`src/rtl/pfcu_pkg.sv`:
```
// Shared types and constants for the Pauli frame Clifford update block.
// Depends on nothing; every other file of the block imports it.
package pfcu_pkg;

  localparam int QUBIT_COUNT = 256;
  localparam int BATCH      = 64;
  localparam int ADDR_W     = (QUBIT_COUNT > 1) ? $clog2(QUBIT_COUNT) : 1;

  localparam int IN_BITS  = 87;
  localparam int IN_BYTES = (IN_BITS + 7) / 8;
  localparam int OUT_BYTES = 9;

  typedef logic [BATCH-1:0]  word_t;
  typedef logic [ADDR_W-1:0] addr_t;

  typedef enum logic [4:0] {
    F_NOP, F_H, F_H_XY, F_H_YZ, F_C_XYZ, F_C_ZYX,
    F_CX, F_CY, F_CZ, F_XCX, F_XCY, F_XCZ, F_YCX, F_YCY, F_YCZ,
    F_SQRT_XX, F_SQRT_YY, F_SQRT_ZZ, F_SWAP, F_ISWAP, F_CXSWAP, F_SWAPCX,
    F_MX, F_MY, F_MZ, F_MRX, F_MRY, F_MRZ,
    F_RX, F_RY, F_RZ, F_ERROR
  } func_t;

  // Input item, last field in the lowest bits.
  typedef struct packed {
    logic        error_on_z;
    logic        error_on_x;
    logic [63:0] error_mask;
    logic [7:0]  qubit_b;
    logic [7:0]  qubit_a;
    func_t       func;
  } item_t;

  // Controller to datapath.
  typedef struct packed {
    logic accept;
    logic wr_a;
    logic wr_b;
    logic load_out;
  } cmd_t;

  // Datapath to controller.
  typedef struct packed {
    logic is_pair;
    logic is_meas;
  } sts_t;

endpackage

```
`src/rtl/pfcu_ctrl.sv`:
```
// Controller: sequences read, write-back of one or two qubits and the
// result handshake. Depends on pfcu_pkg.
module pfcu_ctrl import pfcu_pkg::*; (
  input  logic clk,
  input  logic rst,
  input  logic s_tvalid,
  output logic s_tready,
  output logic m_tvalid,
  input  logic m_tready,
  input  sts_t sts,
  output cmd_t cmd
);

  typedef enum logic [1:0] {IDLE, EXEC, WR_B} state_t;

  state_t state;
  state_t state_next;
  logic   stall;

  assign s_tready = (state == IDLE);
  assign stall    = sts.is_meas && m_tvalid && !m_tready;

  always_comb begin
    cmd = '0;
    state_next = state;
    unique case (state)
      IDLE: begin
        cmd.accept = s_tvalid;
        if (s_tvalid) state_next = EXEC;
      end
      EXEC: begin
        if (!stall) begin
          cmd.wr_a     = 1'b1;
          cmd.load_out = sts.is_meas;
          state_next   = sts.is_pair ? WR_B : IDLE;
        end
      end
      WR_B: begin
        cmd.wr_b   = 1'b1;
        state_next = IDLE;
      end
      default: state_next = IDLE;
    endcase
  end

  always_ff @(posedge clk) begin
    if (rst) begin
      state    <= IDLE;
      m_tvalid <= 1'b0;
    end else begin
      state    <= state_next;
      m_tvalid <= cmd.load_out || (m_tvalid && !m_tready);
    end
  end

`ifndef SYNTHESIS
  a_wrb_after_wra: assert property (@(posedge clk) disable iff (rst)
    cmd.wr_b |-> $past(cmd.wr_a))
    else $error("second write-back without a first");
  a_no_overwrite: assert property (@(posedge clk) disable iff (rst)
    cmd.load_out |-> !(m_tvalid && !m_tready))
    else $error("result register overwritten while waiting");
  a_accept_exec: assert property (@(posedge clk) disable iff (rst)
    cmd.accept |=> state == EXEC)
    else $error("accepted item not executed");
`endif

endmodule

```
`config.mk`:
```
export PLATFORM = sky130hd
export DESIGN_NAME = pfcu_ctrl
export DESIGN_NICKNAME = d
export VERILOG_FILES = /design/src/rtl/pfcu_pkg.sv /design/src/rtl/pfcu_ctrl.sv
export SDC_FILE = /design/constraint.sdc
export NUM_CORES = 1
export LEC_CHECK = 0
export ABC_AREA = 1
export BUFFER_PORTS_ARGS = -buffer_cell sky130_fd_sc_hd__buf_2
export CORE_AREA = 2 2 39 41
export DETAILED_ROUTE_END_ITERATION = 8
export DIE_AREA = 0 0 41 43
export PLACE_DENSITY = 0.41
export SLEW_MARGIN = 20
export SYNTH_ARGS = -nofsm -noshare
export SYNTH_HDL_FRONTEND = slang
export SYNTH_SLANG_ARGS = --single-unit
```
`constraint.sdc`:
```
create_clock -name clk -period 0.8 [get_ports clk]
set_input_delay 0.08 -clock clk [delete_from_list [all_inputs] [get_ports clk]]
set_output_delay 0.08 -clock clk [all_outputs]
set_load 0.1 [all_outputs]
```
=== Yosys cells after proc, flatten, opt, wreduce, memory -nomap -nowiden ===
Cells that the tools add are included.

* Equal/unequal tests: 4
* Reductions and logical operators: 7
* Mux-type cells: 10

{| class="wikitable"
|+ Operator list
! cell !! number
|-
| $mux W1 || 6
|-
| $mux W2 || 3
|-
| $ne A2 B2 Y1 const B || 2
|-
| $pmux W2 S2 || 1
|-
| $logic_and A1 B1 Y1 || 3
|-
| $eq A2 B1 Y1 const B || 1
|-
| $eq A2 B2 Y1 const B || 1
|-
| $logic_not A2 Y1 || 1
|-
| $reduce_and A2 Y1 || 1
|-
| $logic_not A1 Y1 || 1
|-
| $logic_or A1 B1 Y1 || 1
|}

* Register bits after elaboration: 3
* Logic and storage cells: 23
* Output and inout port bits: 6
* Bits of input ports: 6

=== Longest topological paths before layout ===
* Depth after elaboration: 5
* Mapped depth: 4
* Mapped depth without buffers: 4

=== Least setup slack after synthesis ===
Ideal clock, no wire load.

* Path kind: register to output
* Start point: reg m_tvalid
* End point: out cmd[0] (netlist bit)
* Arrival time: 2,229 ps
* Slack: -1,509 ps
* Required time: 720 ps
* Cell stages (with the launch flop): 4
* Path buffers: 0
* Path through: dfxtp_1 nand3_1 nand2_2 nor2_1

{| class="wikitable"
|+ RTL lines
! item !! line !! source
|-
| from (decl) || pfcu_ctrl.sv:8 || <nowiki>output logic m_tvalid,</nowiki>
|-
| from (signal assigned) || pfcu_ctrl.sv:52 || <nowiki>m_tvalid <= cmd.load_out || (m_tvalid && !m_tready);</nowiki>
|-
| to (decl) || pfcu_ctrl.sv:11 || <nowiki>output cmd_t cmd</nowiki>
|}

==> reports/qor.txt <==
DP Area: 432 µm²
relative slew slack: 0.921
Worst Hold Class: in2reg
outcome: finished with violations
combinational power share: 0.440
post-route minimum period: 1170 ps
number of distinct library cells after synthesis: 12
first-pass GRT wire length: 690 µm
mapped cell area: 175 µm²
clock tree sinks: 3
ant diodes: 0
Avg Synthesized Cell Area: 6.74 µm²
crit path kind: reg2out
H-tree levels: 1
Initial Util: 0.127
most frequent cells in the layout: buf_12 (6), buf_6 (6), buf_2 (5)
Critical Path RT: 720 ps
P_sw: 0.000267 W
drt wl/cell: 6.70 µm
violated checks: negative setup slack
clock share of power: 0.344
Final Hold Slack: 40.2 ps
fmax: 0.852 GHz
later-pin clock latency in the skew report: 230 ps
worst vdd ir: 0.572 mV
clk root buf: clkbuf_4
Final Total Pwr: 0.000745 W
antenna-violating nets left: 0
Setup crit end kind: primary output
Yosys warning total: 0
hold_buf cts: 0
Mapped Cells: 26
Leak: 0.220 nW
TritonRoute pass-1 iters: 1
final wirelength: 449 µm
period utilization: 1.47
Worst-Margin Slew: 117 ps
DRC: 0
critical path arrival: 1090 ps
Flop pwr share: 0.216
I/O pin total: 12
fin cells: 67
CP max stage cell: dfxtp_4
Hold Startpoint: rst
antenna violations before repair: 0
buffers plus inverters on the worst setup path: 2
Power Dens Cells: 1440 nW/µm²
Switching Fraction: 0.358
CTS tree: done
Final setup violation count: 9
CP peak stage delay: 360 ps
GRT Util Overall: 0.0622
unrepaired setup endpoints after global routing: yes
Cells after DPL: 60
Vias: 227
cell mode on critical path: nor2_4
area delta synth->final: 195%
die area: 1760 µm²
Placement Rows: 14
reg2reg setup slack: -300 ps
initial DRC count: 0
Critical Path Start: state[0]
Mapped Nets: 32
grt total ovfl: 0
number of global-route vias before repair: 196
CTS Buf Count: 3
nets: 58
largest net degree at the start of global routing: 5
Max Cap Violations: 0
clk buf depth: 2
Die Width: 41 µm
final instance area: 517 µm²
synthesized flop and latch total: 3
Core Region: 1380 µm²
clk slew on worst S/H paths: 40 ps
final critical-path setup slack: -373 ps
gpl congestion: 0.638
CP startpoint kind: flop
Final Hold Fails: 0
Worst Clk Skew: 0.485 ps
RR Startpoint: state[0]
detailed placement HPWL: 372 µm
PortBufs: 11
Pins Over Slew Limit: 0
post-synthesis sequential area ratio: 0.343
fin util: 0.373
CP top delay family: flip-flops
worst path cell trace: inv_2, nor2_4, nand2_4, nor2_4, buf_12
vias per cell: 3.39
layout cells sized above 1: 0.824
worst-path fanout max: 3
DIE HEIGHT: 43 µm
internal power: 0.000478 W
==> timing repair <==
item,CTS,global route
buffers inserted,3,2
resized for setup,8,3
pin swaps,2,2
endpoints found under the setup margin,9,9
==> power by group through the flow <==
stage               logic [W]  clock network [W]  registers, W
floorplan            0.000155                  0      0.000180
global placement     0.000296                  0      0.000167
detailed placement   0.000295                  0      0.000167
CTS                  0.000321           0.000275      0.000161
global route         0.000340           0.000280      0.000162
finish               0.000327           0.000256      0.000161
==> Yosys cell counts <==
cell     number  area [µm²]
inv_1         7        26.3
nand2_2       2        12.5
nor3_2        1        10.0
a21oi_1       1        5.00
nand3_1       1        5.00
nor2_4        1        11.3
nor2_2        1        6.26
a21oi_2       1        8.76
nor2_1        5        18.8
inv_2         1        3.75
dfxtp_1       3        60.1
nand2_1       2        7.51
==> worst paths after layout <==
check	end	cells after the start
min	state[0]	2
max	cmd[0]	5
min reg2reg	m_tvalid	4
max reg2reg	state[1]	7
==> cell families after synthesis <==
family | count (synthesis) | share of synthesized area
DFF | 3 | 0.343
and+or+nand+nor | 13 | 0.407
AOI/OAI and AO/OA | 2 | 0.0786
buffers and inverters | 8 | 0.171
==> flip-flops by register name, summed over array words and instances, names as in the netlist <==
| register | count |
|---|---|
| state | 2 |
| m_tvalid | 1 |
==> layout make-up <==
type / count / area [µm²]
multi-input cells: 15 / 119
clock buffers: 4 / 26.3
well taps: 16 / 20.0
repair buffers: 21 / 243
inverters: 8 / 37.5
fillers: 141 / 867
flip-flops and latches: 3 / 71.3
==> routing by layer <==
layer  GRT usage  wire, µm
met1      0.0705       195
met2      0.0781       225
met3      0.0157        29
met4      0.0800         0
met5           0         0
==> stage by stage <==
stage / setup WS (ps) / TNS [ps]
after floorplan: -655 / -2680
after global placement: -134 / -531
after detailed placement: -139 / -567
after CTS: -387 / -2270
after global routing: -422 / -2480
final: -373 / -2120
(Power assumes the default switching activity.)
